**config.mk**
```make
export PLATFORM = sky130hd
export DESIGN_NAME = fat12_front
export DESIGN_NICKNAME = d
export VERILOG_FILES = /design/src/rtl/fat12_pkg.sv /design/src/rtl/fat12_front.sv
export SDC_FILE = /design/constraint.sdc
export NUM_CORES = 1
export LEC_CHECK = 0
export ABC_AREA = 1
export BUFFER_PORTS_ARGS = -buffer_cell sky130_fd_sc_hd__buf_2
export CORE_MARGIN = 3
export CORE_UTILIZATION = 44
export DETAILED_ROUTE_END_ITERATION = 16
export PLACE_DENSITY = 0.66
export SLEW_MARGIN = 10
export SYNTH_ARGS = -nofsm -noshare
export SYNTH_HDL_FRONTEND = slang
export SYNTH_SLANG_ARGS = --single-unit
export TNS_END_PERCENT = 10
```
**constraint.sdc**
```tcl
create_clock -name clock -period 2.6 [get_ports clock]
set_clock_uncertainty 0.15 [all_clocks]
set_input_delay 0 -clock clock [delete_from_list [all_inputs] [get_ports clock]]
set_output_delay 0 -clock clock [all_outputs]
set_load 0.02 [all_outputs]
```
**src/rtl/fat12_pkg.sv**
```systemverilog
// ----------------------------------------------------------------------------
// fat12_pkg
// Shared types and constants of the FAT12 allocation table engine: table
// geometry, item kinds, command and result words, back-end states.
// ----------------------------------------------------------------------------
package fat12_pkg;

   // table geometry
   localparam int MAX_ENTRIES  = 4096;
   localparam int STORE_SIZE   = (MAX_ENTRIES * 3) / 2;
   localparam int BANK_DEPTH   = STORE_SIZE / 2;
   localparam int BANK_AW      = 12;

   // field widths
   localparam int KIND_W       = 2;
   localparam int ADDR_W       = 13;
   localparam int BYTE_W       = 8;
   localparam int CLUS_W       = 12;
   localparam int SECT_W       = 16;
   localparam int LIMIT_W      = 13;

   // queue sizes
   localparam int CQ_AW        = 2;
   localparam int CQ_DEPTH     = 1 << CQ_AW;
   localparam int RQ_AW        = 2;
   localparam int RQ_DEPTH     = 1 << RQ_AW;

   // item kinds on the request port
   localparam logic [KIND_W-1:0] KIND_WRITE = 2'd0;
   localparam logic [KIND_W-1:0] KIND_READ  = 2'd1;
   localparam logic [KIND_W-1:0] KIND_SCAN  = 2'd2;

   // register indexes
   localparam logic CSR_DATA_START = 1'b0;
   localparam logic CSR_ENTRIES    = 1'b1;

   // register reset values
   localparam logic [SECT_W-1:0]  DATA_START_RST = 16'd33;
   localparam logic [LIMIT_W-1:0] ENTRIES_RST    = 13'd4096;

   // first cluster of the data area
   localparam logic [CLUS_W-1:0] FIRST_DATA_CLUS = 12'd2;

   typedef enum logic [1:0] {
      OP_WRITE,
      OP_READ,
      OP_SCAN
   } op_type;

   typedef struct packed {
      op_type              op;
      logic [ADDR_W-1:0]   byte_address;
      logic [BYTE_W-1:0]   byte_value;
      logic [CLUS_W-1:0]   cluster;
   } cmd_type;

   typedef struct packed {
      logic [CLUS_W-1:0]   entry_value;
      logic                end_of_chain;
      logic [SECT_W-1:0]   sector_index;
      logic [CLUS_W-1:0]   first_free;
      logic [CLUS_W-1:0]   free_total;
      logic                bad_cluster;
   } rsp_type;

   typedef enum logic [1:0] {
      BK_RUN,
      BK_SCAN,
      BK_DRAIN,
      BK_FINISH
   } bk_state_type;

endpackage

```
**src/rtl/fat12_front.sv**
```systemverilog
// ----------------------------------------------------------------------------
// fat12_front
// Request side: takes items, sorts them into table writes, entry reads and
// scans, drops the ones that do nothing, and queues commands for the back end.
// ----------------------------------------------------------------------------
module fat12_front (
   input  logic                            clock,
   input  logic                            reset,
   input  logic                            req_push,
   output logic                            req_full,
   input  logic [fat12_pkg::KIND_W-1:0]    req_kind,
   input  logic [fat12_pkg::ADDR_W-1:0]    req_byte_address,
   input  logic [fat12_pkg::BYTE_W-1:0]    req_byte_value,
   input  logic [fat12_pkg::CLUS_W-1:0]    req_cluster,
   output logic                            cmd_valid,
   output fat12_pkg::cmd_type              cmd_word,
   input  logic                            cmd_pop
);
   import fat12_pkg::*;

   cmd_type          q_ff [CQ_DEPTH];
   logic [CQ_AW-1:0] wr_ptr_ff, wr_ptr_in;
   logic [CQ_AW-1:0] rd_ptr_ff, rd_ptr_in;
   logic [CQ_AW:0]   count_ff, count_in;

   logic             keep;
   logic             push;
   cmd_type          new_cmd;

   // classify the incoming word
   always_comb begin
      new_cmd.byte_address = req_byte_address;
      new_cmd.byte_value   = req_byte_value;
      new_cmd.cluster      = req_cluster;
      new_cmd.op           = OP_WRITE;
      keep                 = 1'b0;
      unique case (req_kind)
         KIND_WRITE: begin
            new_cmd.op = OP_WRITE;
            // writes beyond the store are dropped
            keep       = (req_byte_address < ADDR_W'(STORE_SIZE));
         end
         KIND_READ: begin
            new_cmd.op = OP_READ;
            keep       = 1'b1;
         end
         KIND_SCAN: begin
            new_cmd.op = OP_SCAN;
            keep       = 1'b1;
         end
         default: begin
            new_cmd.op = OP_WRITE;
            keep       = 1'b0;
         end
      endcase
   end

   assign req_full  = (count_ff == (CQ_AW+1)'(CQ_DEPTH));
   assign push      = req_push && !req_full && keep;
   assign cmd_valid = (count_ff != '0);
   assign cmd_word  = q_ff[rd_ptr_ff];

   // queue pointers
   always_comb begin
      wr_ptr_in = push    ? wr_ptr_ff + 1'b1 : wr_ptr_ff;
      rd_ptr_in = cmd_pop ? rd_ptr_ff + 1'b1 : rd_ptr_ff;
      count_in  = count_ff + (CQ_AW+1)'(push) - (CQ_AW+1)'(cmd_pop);
   end

   always_ff @(posedge clock) begin
      if (reset) begin
         wr_ptr_ff <= '0;
         rd_ptr_ff <= '0;
         count_ff  <= '0;
      end else begin
         wr_ptr_ff <= wr_ptr_in;
         rd_ptr_ff <= rd_ptr_in;
         count_ff  <= count_in;
      end
   end

   // queue storage
   always_ff @(posedge clock) begin
      if (push) begin
         q_ff[wr_ptr_ff] <= new_cmd;
      end
   end

endmodule

```
== Yosys cells after proc, flatten, opt, wreduce, memory -nomap -nowiden ==
Memories as Yosys holds them, arrays and structs flattened. A register that Yosys moved wholly into a read port is not among the register bits.
Cells that the tools add are included.
Word-level totals
  bits in read-only memories: 0
  latch bits: 0
  memories kept: 1
  RAM bits: 140
  register bits: 7
  output and inout port bits: 37
  input port bits: 39
  logic and storage cells: 24
Memory list
  q_ff: depth 4, bits a word 35, read ports 1, clocked after Yosys merged registers in 1, write ports 1, RTL line fat12_front.sv:21  | cmd_type q_ff [CQ_DEPTH];
Cells by class
  divide/modulo/power cells: 0
  shifts and indexed selects: 0
  equal/unequal tests: 3
  multiplexer cells: 6
  magnitude comparators: 1
  reduce and logical (&&, ||, !) cells: 6
  $mul: 0
  bitwise logic cells: 0
  $add $sub $neg: 4
Operator list (count)
  $lt 13x13->1 const B: 1
  $add 2x1->2 const B: 2
  $mux 2: 2
  $pmux 2 s2: 1
  $add 3x1->3: 1
  $eq 3x3->1 const B: 1
  $reduce_bool 3->1: 1
  $sub 3x1->3: 1
  $eq 2x1->1 const B: 1
  $eq 2x2->1 const B: 1
  $logic_and 1x1->1: 2
  $logic_not 2->1: 1
  $mux 1: 2
  $pmux 1 s2: 1
  $reduce_or 2->1: 1
  $logic_not 1->1: 1

== Depth between registers and ports, before layout ==
Gate-level depths: netlist (run 1).
  word-level depth: 6
  mapped depth: 13
  mapped depth without buffers: 13

== Worst setup path before layout (run 1) ==
No wires, ideal clock.
  path type: flip-flop to flip-flop
  from: register count_ff[1]
  to: memory q_ff[0][0] in the netlist's numbering, enable pin
  setup slack: -221 ps
  path buffers: 0
  stages on the path, launching flop included: 7
  period minus slack after synthesis: 2821 ps
  required time: 2023 ps
  arrival: 2244 ps
  library setup time: 427 ps
  cell sequence: dfxtp_1 -> inv_1 -> nand3_2 -> nand2_1 -> nor2_2 -> inv_2 -> nor2_1
Between the ends
  word-level cells in the longest chain between the ends: 6
RTL lines
  start, declared: RTL line fat12_front.sv:24  | logic [CQ_AW:0] count_ff, count_in;
  start signal, assigned: RTL line fat12_front.sv:78  | count_ff <= count_in;
  $eq 3x3->1: RTL line fat12_front.sv:58  | assign req_full = (count_ff == (CQ_AW+1)'(CQ_DEPTH));
  $logic_not 1->1: RTL line fat12_front.sv:59  | assign push = req_push && !req_full && keep;
  $logic_and 1x1->1 (2 in series): RTL line fat12_front.sv:59
  $mux 1: RTL line fat12_front.sv:84  | if (push) begin
  $mux 1 (implied by the code): RTL line fat12_front.sv:85  | q_ff[wr_ptr_ff] <= new_cmd;
  end, declared: RTL line fat12_front.sv:21
Every way passes these cells.

== Final worst setup path (run 1) ==
  from: input port req_kind[0] in the netlist's numbering
  to: register count_ff[2]
Between the ends
  word-level cells in the longest chain between the ends: 6
  elaborated cells between the ends (all ways): 8
  classes of those cells: 2 x add/sub; 2 x eq/ne; 1 x mux; 3 x reduce/logical
RTL lines
  start, declared: RTL line fat12_front.sv:11  | input logic [fat12_pkg::KIND_W-1:0] req_kind,
  $eq 2x2->1 / $eq 2x1->1 (equally long branches): RTL line fat12_front.sv:37  | unique case (req_kind)
  $reduce_or 2->1 (no line)
  $pmux 1 s2 *: RTL line fat12_front.sv:37
  $logic_and 1x1->1 *: RTL line fat12_front.sv:59
  $add 3x1->3 *: RTL line fat12_front.sv:67  | count_in = count_ff + (CQ_AW+1)'(push) - (CQ_AW+1)'(cmd_pop);
  $sub 3x1->3 *: RTL line fat12_front.sv:67
Every way passes the cells marked *; elsewhere a longest branch is shown, timed or not.
A chain may end at the register's enable or synchronous reset.

==> results of run 1 <==
-- layer usage --
layer / global-route usage [%] / part of all wire [%]
met1: 22.46 / 44
met2: 27.19 / 49
met3: 5.184 / 5.3
met4: 8.017 / 1.5
met5: 0 / 0
-- critical path: cells and delay by family --
family	cells	cell delay (ns)
and+or+nand+nor	4	0.51
adders and majority gates	4	1.12
buffers and inverters	7	0.94
-- registers in the layout, indices dropped and copies added (netlist names), named ones only --
register and flops:
count_ff 3, q_ff 140, rd_ptr_ff 2, wr_ptr_ff 2
-- cell type report --
| type | count | area, sq um |
|---|---|---|
| Tap cell | 172 | 215.2 |
| Inverter | 25 | 97.59 |
| Multi-Input combinational cell | 219 | 1160 |
| Clock buffer | 23 | 478.0 |
| Timing Repair Buffer | 124 | 878.3 |
| Sequential cell | 149 | 4385 |
| Clock inverter | 9 | 172.7 |
| Fill cell | 996 | 5284 |
-- power by group through the flow --
stage               combinational, mW  sequential (mW)  clock [mW]
floorplan                       0.428             2.83           0
global placement                0.666             2.83           0
detailed placement              0.687             2.83           0
CTS                             0.735             2.78        2.70
global route                    0.813             2.79        2.79
finish                          0.727             2.78        2.65
-- stage by stage --
| stage | setup TNS (ns) | hold slack [ns] | setup slack [ns] | area, sq um | instances |
|---|---|---|---|---|---|
| finish | 0 | 0.1804 | 0.1896 | 7387 | 721 |
| global placement | 0 | 0.05874 | 0.3688 | 6339 | 650 |
| CTS | 0 | 0.1555 | 0.1516 | 7380 | 721 |
| detailed placement | 0 | 0.07037 | 0.2362 | 6339 | 650 |
| floorplan | -30.97 | -0.07878 | -0.2212 | 5723 | 414 |
| global route | 0 | 0.1835 | 0.008521 | 7387 | 721 |
-- synth_stat cells --
cell / n
sky130_fd_sc_hd__nor2_1: 84
sky130_fd_sc_hd__nand2_1: 9
sky130_fd_sc_hd__nand3_2: 1
sky130_fd_sc_hd__inv_1: 22
sky130_fd_sc_hd__a21oi_1: 1
sky130_fd_sc_hd__o21a_1: 1
sky130_fd_sc_hd__nor2_2: 1
sky130_fd_sc_hd__clkbuf_2: 1
sky130_fd_sc_hd__o22ai_1: 35
sky130_fd_sc_hd__nand4_1: 2
sky130_fd_sc_hd__o21ai_0: 49
sky130_fd_sc_hd__inv_2: 2
sky130_fd_sc_hd__edfxtp_1: 140
sky130_fd_sc_hd__ha_1: 10
sky130_fd_sc_hd__buf_2: 16
sky130_fd_sc_hd__buf_6: 1
sky130_fd_sc_hd__dfxtp_1: 9
sky130_fd_sc_hd__o21ai_1: 23
sky130_fd_sc_hd__nor3_1: 2
sky130_fd_sc_hd__fa_1: 1
sky130_fd_sc_hd__clkinv_2: 1
sky130_fd_sc_hd__buf_4: 3
-- cell families (layout without fill, tap and decap cells) --
group           count (synthesis)  in the layout  synth area share (%)
buf+inv                        46            181                 3.738
flops                         149            149                 76.61
simple gates                   99             99                 6.777
fa+ha+maj                      11             11                 2.536
compound gates                109            109                 10.34
-- worst min path at each step --
stage                               start                endpoint  slack, ns  cells past startpoint
after global routing       req_cluster[7]    q_ff[3][7]$_DFFE_PP_       0.18                      2
after CTS                           reset  count_ff[0]$_SDFF_PP0_       0.16                      3
after floorplan                     reset  count_ff[0]$_SDFF_PP0_      -0.08                      1
after global placement              reset  count_ff[1]$_SDFF_PP0_       0.06                      2
after detailed placement  req_cluster[11]   q_ff[3][11]$_DFFE_PP_       0.07                      1
final                               reset  count_ff[0]$_SDFF_PP0_       0.18                      3
-- what timing repair did --
action | 4_1_cts | 5_1_grt
endpoints found under the hold margin | 149 | 0
hold buffers | 39 | 0
resized for setup | 0 | 2
setup endpoints to repair | 0 | 1
==> flow_summary.ini, run 1 <==
[pwr]
net_switching_power_mw = 1.389
p_int_mw = 4.776
switching_share_pct = 22.53
p_per_area_mw_per_mm2 = 834.5
power_mw = 6.165
p_leak_nw = 2.711
pwr-share-comb_pct = 11.8
power.share.sequential_pct = 45.2
pwr-share-clk_pct = 43.1
vdd_ir_drop_max_mv = 0.4483

[setup_path]
slowest_stage = sky130_fd_sc_hd__dlygate4sd3_1
cp.arrival_ns = 2.56
max_stage_delay_ns = 0.52
crit_path_end = count_ff[2]$_SDFF_PP0_
crit_path_start_kind = primary input
origin_of_the_worst_setup_path = req_kind[0]
crit_fanout = 5
setup.reg_to_reg.worst_slack_ns = 0.29
worst_r2r_startpoint = count_ff[1]$_SDFF_PP0_
timing.rr.end = count_ff[2]$_SDFF_PP0_
path_common_cell = sky130_fd_sc_hd__inv_1
timing.critical_path.required_ns = 2.75
crit_path_cells = dlygate4sd3_1 -> buf_2 -> inv_1 -> ha_1 -> inv_1 -> nand2_1 -> inv_1 -> nor2_4 -> inv_4 -> ha_1 -> inv_1 -> ha_1 -> fa_1 -> nor3_1 -> nor3_1
reg2reg_depth = 11
end_kind = flip-flop
critical_path_class = in -> reg

[timing]
finalHoldViolations = 0
max_slew.worst_pin.slew_ns = 0.7162
rsz_0062_raised_after_global_routing = no
fin_crit_sh_pct = 92.71
report.final.slew_viol_count = 0
fin_crit_ns = 2.410
setup_viol_count_final = 0
fmax_mhz = 414.9
slew-limit-headroom_pct = 52.20

[status]
run_status = finished clean

[worst_hold_path]
hold_removal_path_class = in -> reg

[yosys]
yosys_warnings = 0
synth_seq_area_share_pct = 76.61
synthCells = 414
postSynthAreaPerCell_sq_um = 13.82
post-synth-top-area-fraction_pct = 73.46
synthDistinctLibCells = 22
mappedNetlistArea_sq_mm = 0.005723
syn-num-nets = 464
ys_ff_latch = 149
synth_top_cells_by_area = sky130_fd_sc_hd__edfxtp_1 73%, sky130_fd_sc_hd__nor2_1 5.5%, sky130_fd_sc_hd__o21ai_0 4.3%
synth.largest_area_cell = sky130_fd_sc_hd__edfxtp_1

[clocking]
clk_path_buf_depth = 2
clkLatencyLatePin_ns = 0.41
clock_buffers_created_by_tritoncts = 17
cts_htree_levels = 4
tritoncts = yes
clock_root_buffer = sky130_fd_sc_hd__clkbuf_16
numClockSinks = 149
post_cts.repair.setup_buffers = 0
clk_transition_reported_paths_ns = 0.06

[flow_run]
max_cap_viol_count = 0

[routing]
iteration_count_of_the_initial_detailed_routing_pass = 4
wl_per_cell_um = 16.18
wl_mm = 11.66
drcViolationCount = 0
total_via_count_in_the_routed_design = 3596
via_per_inst = 4.988
dr.first_iter.drc_count = 272
drtAntennaViolNets = 0

[layout]
final_layout_size_suffix_gt1_share_pct = 22.59
number_of_nets_at_the_end_of_the_flow = 586
syn2layout_area_growth_pct = 29.08
mostFrequentLayoutCells = 140 x sky130_fd_sc_hd__edfxtp_1, 80 x sky130_fd_sc_hd__nor2_1, 75 x sky130_fd_sc_hd__buf_2
mostFrequentLayoutCell = sky130_fd_sc_hd__edfxtp_1
antenna-diode-count = 0
final_util_pct = 58.30

[die]
fp_rows = 41
core_area_sq_mm = 0.01267
io_pins = 76
initial_core_utilization_pct = 45.17
chipHeight_um = 120.0
dieArea_sq_mm = 0.01441
die_width_um = 120.0

[global_routing]
grt.total_usage_pct = 17.40
global_route_wire_length_before_repair_mm = 19.07
antenna_found_initial = 0
number_of_global_route_vias_before_repair = 3778
overflow = 0
grt_max_degree = 71

[placement]
place.detailed.hpwl_mm = 6.634
portBuffers = 75
gp_congestion = 0.7629
(Power assumes the default switching activity.)
==> run 2, diff against run 1 <==
--- a/config.mk
+++ b/config.mk
@@ -7,10 +7,12 @@
 export LEC_CHECK = 0
 export ABC_AREA = 1
 export BUFFER_PORTS_ARGS = -buffer_cell sky130_fd_sc_hd__buf_2
+export CELL_PAD_IN_SITES_DETAIL_PLACEMENT = 0
+export CELL_PAD_IN_SITES_GLOBAL_PLACEMENT = 1
 export CORE_MARGIN = 3
-export CORE_UTILIZATION = 44
+export CORE_UTILIZATION = 42
 export DETAILED_ROUTE_END_ITERATION = 16
-export PLACE_DENSITY = 0.66
+export PLACE_DENSITY_LB_ADDON = 0.1
 export SLEW_MARGIN = 10
 export SYNTH_ARGS = -nofsm -noshare
 export SYNTH_HDL_FRONTEND = slang
==> flow_summary.ini, run 2 (synthesized netlist as in run 1, its figures left out) <==
[routing]
via_per_inst = 4.875
iteration_count_of_the_initial_detailed_routing_pass = 4
dr.first_iter.drc_count = 198
wl_per_cell_um = 15.79
drtAntennaViolNets = 0
drcViolationCount = 0
total_via_count_in_the_routed_design = 3544
wl_mm = 11.48

[layout]
max_flop_register = q_ff
mostFrequentLayoutCell = sky130_fd_sc_hd__edfxtp_1
mostFrequentLayoutCells = 140 x sky130_fd_sc_hd__edfxtp_1, 80 x sky130_fd_sc_hd__nor2_1, 75 x sky130_fd_sc_hd__buf_2
largest_register_ffs = 140
final_util_pct = 55.80
nFillCells = 1147
number_of_nets_at_the_end_of_the_flow = 588
largestRegisters = q_ff: 140 flops, count_ff: 3 flops
final_layout_size_suffix_gt1_share_pct = 23.05
antenna-diode-count = 0
syn2layout_area_growth_pct = 29.62

[clocking]
cts_htree_levels = 4
clkLatencyLatePin_ns = 0.41
clk_transition_reported_paths_ns = 0.06
tritoncts = yes
numClockSinks = 149
clk_path_buf_depth = 2
clock_root_buffer = sky130_fd_sc_hd__clkbuf_16
post_cts.repair.setup_buffers = 0
clock_buffers_created_by_tritoncts = 17

[global_routing]
grt_busiest_layer = met2
met1_usage_pct = 20.19
antenna_found_initial = 0
globalRouteMet3Util_pct = 4.240
grt_max_degree = 71
use_met2_pct = 26.68
overflow = 0
number_of_global_route_vias_before_repair = 3380
global_route_wire_length_before_repair_mm = 17.84
grt.total_usage_pct = 16.11

[timing]
fmax_mhz = 419.7
slew-limit-headroom_pct = 51.60
max_slew.worst_pin.slew_ns = 0.7260
fin_crit_ns = 2.383
fin_crit_sh_pct = 91.65
finalHoldViolations = 0
report.final.slew_viol_count = 0
fin_hold_ws_ns = 0.1815
tns_ns = 0
rsz_0062_raised_after_global_routing = no
setup_viol_count_final = 0

[die]
io_pins = 76
dieArea_sq_mm = 0.01506
die_width_um = 122.7
fp_rows = 42
chipHeight_um = 122.7
core_area_sq_mm = 0.01330
initial_core_utilization_pct = 43.05

[setup_path]
crit_fanout = 5
timing.rr.end = count_ff[2]$_SDFF_PP0_
reg2reg_depth = 11
worst_r2r_startpoint = count_ff[1]$_SDFF_PP0_
critical_path_class = in -> reg
end_kind = flip-flop
timing.critical_path.required_ns = 2.75
cp.arrival_ns = 2.53
setup.reg_to_reg.worst_slack_ns = 0.31
crit_path_end = count_ff[2]$_SDFF_PP0_
origin_of_the_worst_setup_path = req_kind[0]
crit_path_start_kind = primary input

[status]
run_status = finished clean

[placement]
gp_congestion = 0.7033
portBuffers = 75
place.detailed.hpwl_mm = 6.402

[worst_hold_path]
hold_removal_path_class = in -> reg
hold_sp = reset

[flow_run]
max_cap_viol_count = 0

[pwr]
p_per_area_mw_per_mm2 = 847.2
vdd_ir_drop_max_mv = 0.5683
p_leak_nw = 2.737
run 2: repair_timing:
action,CTS,global route
gates resized for setup,0,2
hold buffers,40,0
hold endpoints to repair,149,0
setup endpoints to repair,0,1
run 2: how the worst min path moves through the flow:
stage | depth (start not counted) | slack (ns) | endpoint
after global placement | 1 | 0.06 | q_ff[3][1]$_DFFE_PP_
after global routing | 2 | 0.18 | q_ff[3][26]$_DFFE_PP_
after CTS | 3 | 0.16 | count_ff[1]$_SDFF_PP0_
final | 3 | 0.18 | count_ff[1]$_SDFF_PP0_
after floorplan | 1 | -0.08 | count_ff[0]$_SDFF_PP0_
after detailed placement | 1 | 0.07 | q_ff[3][27]$_DFFE_PP_
run 2: layer usage:
metal,wire length (um),share of wire [%],vias to the layer above
li1,-,-,1758
met1,5137,45,1702
met2,5755,50,68
met3,445,3.9,16
met4,142,1.2,0
met5,0,0,-
run 2: through the flow:
| step | instance area [sq um] | setup slack (ns) | power [mW] | instances |
|---|---|---|---|---|
| 2_1_floorplan | 5723 | -0.2212 | 3.258 | 414 |
| 3_3_place_gp | 6326 | 0.3439 | 3.496 | 655 |
| 3_5_place_dp | 6326 | 0.2913 | 3.510 | 655 |
| 4_1_cts | 7411 | 0.2006 | 6.350 | 727 |
| 5_1_grt | 7418 | 0.03450 | 6.546 | 727 |
| 6_report | 7418 | 0.2171 | 6.285 | 727 |
run 2: where the power goes:
| group | switching (mW) | total, mW | internal, mW |
|---|---|---|---|
| combinational | 0.469 | 0.719 | 0.250 |
| sequential | 0.0339 | 2.78 | 2.75 |
| clock | 0.893 | 2.78 | 1.89 |
run 2: area by class of cell:
type / count / area [sq um] / share of cell area [%]
repair buffers: 126 / 870.8 / 11.74
clock inverters: 14 / 255.2 / 3.441
clock buffers: 18 / 429.2 / 5.785
multi-input cells: 219 / 1160 / 15.63
inverters: 25 / 97.59 / 1.316
flip-flops and latches: 149 / 4385 / 59.12
well taps: 176 / 220.2 / 2.968
run 2: critical path, cell delays in order:
cell	delay [ns]
sky130_fd_sc_hd__dlygate4sd3_1	0.52
sky130_fd_sc_hd__buf_2	0.12
sky130_fd_sc_hd__inv_1	0.06
sky130_fd_sc_hd__ha_1	0.27
sky130_fd_sc_hd__inv_1	0.04
sky130_fd_sc_hd__nand2_1	0.09
sky130_fd_sc_hd__inv_1	0.08
sky130_fd_sc_hd__nor2_4	0.13
sky130_fd_sc_hd__inv_4	0.08
sky130_fd_sc_hd__ha_1	0.27
sky130_fd_sc_hd__inv_1	0.04
sky130_fd_sc_hd__ha_1	0.18
sky130_fd_sc_hd__fa_1	0.38
sky130_fd_sc_hd__nor3_1	0.19
sky130_fd_sc_hd__nor3_1	0.07
==> run 3, diff against run 2 <==
--- a/config.mk
+++ b/config.mk
@@ -13,6 +13,7 @@
 export CORE_UTILIZATION = 42
 export DETAILED_ROUTE_END_ITERATION = 16
 export PLACE_DENSITY_LB_ADDON = 0.1
+export RECOVER_POWER = 25
 export SLEW_MARGIN = 10
 export SYNTH_ARGS = -nofsm -noshare
 export SYNTH_HDL_FRONTEND = slang
==> flow_summary.ini, run 3 (synthesized netlist as in run 1, its figures left out) <==
[worst_hold_path]
hold_removal_path_class = in -> reg
timing.hold.worst_path_depth = 3

[clocking]
post_cts.repair.setup_buffers = 0
cts_htree_levels = 4
clk_path_buf_depth = 2
tritoncts = yes
clk_transition_reported_paths_ns = 0.06
clock_root_buffer = sky130_fd_sc_hd__clkbuf_16
numClockSinks = 149
clock_buffers_created_by_tritoncts = 17
clkLatencyLatePin_ns = 0.41

[timing]
fin_crit_sh_pct = 91.75
fin_ws_ns = 0.2144
report.final.slew_viol_count = 0
fin_hold_ws_ns = 0.1798
rsz_0062_raised_after_global_routing = no
setup_viol_count_final = 0
finalHoldViolations = 0
fmax_mhz = 419.2
tns_ns = 0
slew-limit-headroom_pct = 51.84
fin_crit_ns = 2.386
max_slew.worst_pin.slew_ns = 0.7225

[setup_path]
crit_fanout = 5
reg2reg_depth = 11
critical_path_class = in -> reg
origin_of_the_worst_setup_path = req_kind[0]
crit_path_start_kind = primary input
cp.arrival_ns = 2.54
crit_path_end = count_ff[2]$_SDFF_PP0_
worst_r2r_startpoint = count_ff[1]$_SDFF_PP0_
end_kind = flip-flop
setup.reg_to_reg.worst_slack_ns = 0.31
timing.rr.end = count_ff[2]$_SDFF_PP0_
timing.critical_path.required_ns = 2.75

[global_routing]
antenna_found_initial = 0
grt.total_usage_pct = 16.11
grt_max_degree = 71
overflow = 0
number_of_global_route_vias_before_repair = 3380
global_route_wire_length_before_repair_mm = 17.84

[routing]
iteration_count_of_the_initial_detailed_routing_pass = 4
wl_mm = 11.48
dr.first_iter.drc_count = 193
drcViolationCount = 0
wl_per_cell_um = 15.79
drtAntennaViolNets = 0
total_via_count_in_the_routed_design = 3562
via_per_inst = 4.900

[layout]
largestRegisters = q_ff: 140 flops, count_ff: 3 flops
max_flop_register = q_ff
mostFrequentLayoutCell = sky130_fd_sc_hd__edfxtp_1
layoutNonFillerInstCount = 727
number_of_nets_at_the_end_of_the_flow = 588
final_layout_size_suffix_gt1_share_pct = 19.24
mostFrequentLayoutCells = 140 x sky130_fd_sc_hd__edfxtp_1, 80 x sky130_fd_sc_hd__nor2_1, 54 x sky130_fd_sc_hd__buf_2
syn2layout_area_growth_pct = 29.16
largest_register_ffs = 140
final_cell_area_sq_mm = 0.007392
antenna-diode-count = 0

[die]
core_area_sq_mm = 0.01330
fp_rows = 42
chipHeight_um = 122.7
die_width_um = 122.7
io_pins = 76
initial_core_utilization_pct = 43.05
dieArea_sq_mm = 0.01506

[placement]
place.detailed.hpwl_mm = 6.402
post-place-cells = 655
worst_slack_at_placement_ns = 0.2913
portBuffers = 75
gp_congestion = 0.7033
post_dp_cell_area_sq_mm = 0.006326

[status]
run_status = finished clean

[flow_run]
max_cap_viol_count = 0

[pwr]
p_per_area_mw_per_mm2 = 849.4
vdd_ir_drop_max_mv = 0.5684
p_leak_nw = 2.679
-- run 3: cell count changes in the layout (fill, tap and decap cells not counted), sizes merged --
cell / previous run / this run
clkbuf: 18 / 39
buf: 86 / 65
-- run 3: worst max-delay path, stage by stage --
cell and delay (ns):
sky130_fd_sc_hd__dlygate4sd3_1 0.52, sky130_fd_sc_hd__buf_2 0.12, sky130_fd_sc_hd__inv_1 0.06, sky130_fd_sc_hd__ha_1 0.27, sky130_fd_sc_hd__inv_1 0.04, sky130_fd_sc_hd__nand2_1 0.09, sky130_fd_sc_hd__inv_1 0.08, sky130_fd_sc_hd__nor2_4 0.13
sky130_fd_sc_hd__inv_4 0.09, sky130_fd_sc_hd__ha_1 0.27, sky130_fd_sc_hd__inv_1 0.04, sky130_fd_sc_hd__ha_1 0.18, sky130_fd_sc_hd__fa_1 0.38, sky130_fd_sc_hd__nor3_1 0.19, sky130_fd_sc_hd__nor3_1 0.07
-- run 3: worst min path at each step --
stage                                    from                endpoint  slack (ns)
after floorplan                         reset  count_ff[0]$_SDFF_PP0_       -0.08
after global placement         req_cluster[1]    q_ff[3][1]$_DFFE_PP_        0.06
after detailed placement  req_byte_address[7]   q_ff[3][27]$_DFFE_PP_        0.07
after CTS                               reset  count_ff[1]$_SDFF_PP0_        0.16
after global routing      req_byte_address[0]   q_ff[1][20]$_DFFE_PP_        0.21
final                                   reset  count_ff[1]$_SDFF_PP0_        0.18
-- run 3: final cells by class --
cell class | count | area (sq um)
fillers | 1159 | 5903
flip-flops and latches | 149 | 4385
multi-input cells | 219 | 1160
repair buffers | 126 | 844.6
clock buffers | 18 | 429.2
clock inverters | 14 | 255.2
well taps | 176 | 220.2
inverters | 25 | 97.59
-- run 3: per-layer routing --
layer | wire length [um] | vias up | share of wire, % | track usage [%]
li1 | - | 1759 | - | -
met1 | 5120 | 1711 | 45 | 20.19
met2 | 5702 | 75 | 50 | 26.68
met3 | 472 | 17 | 4.1 | 4.240
met4 | 182 | 0 | 1.6 | 6.508
met5 | 0 | - | 0 | 0
-- run 3: repair_timing --
| action | CTS | global route |
|---|---|---|
| hold buffers | 40 | 0 |
| hold endpoints to repair | 149 | 0 |
| gates resized for setup | 0 | 2 |
| endpoints found under the setup margin | 0 | 1 |
-- run 3: metrics by stage --
step	power, mW	utilization (%)
final	6.279	55.60
after global routing	6.542	55.60
after global placement	3.496	47.58
after floorplan	3.258	-
after CTS	6.350	55.74
after detailed placement	3.510	47.58
-- run 3: report_power, final --
group	internal (mW)	switching, mW	total (mW)
logic	0.246	0.469	0.715
clock network	1.89	0.891	2.78
registers	2.75	0.0339	2.78
total	4.88	1.39	6.28
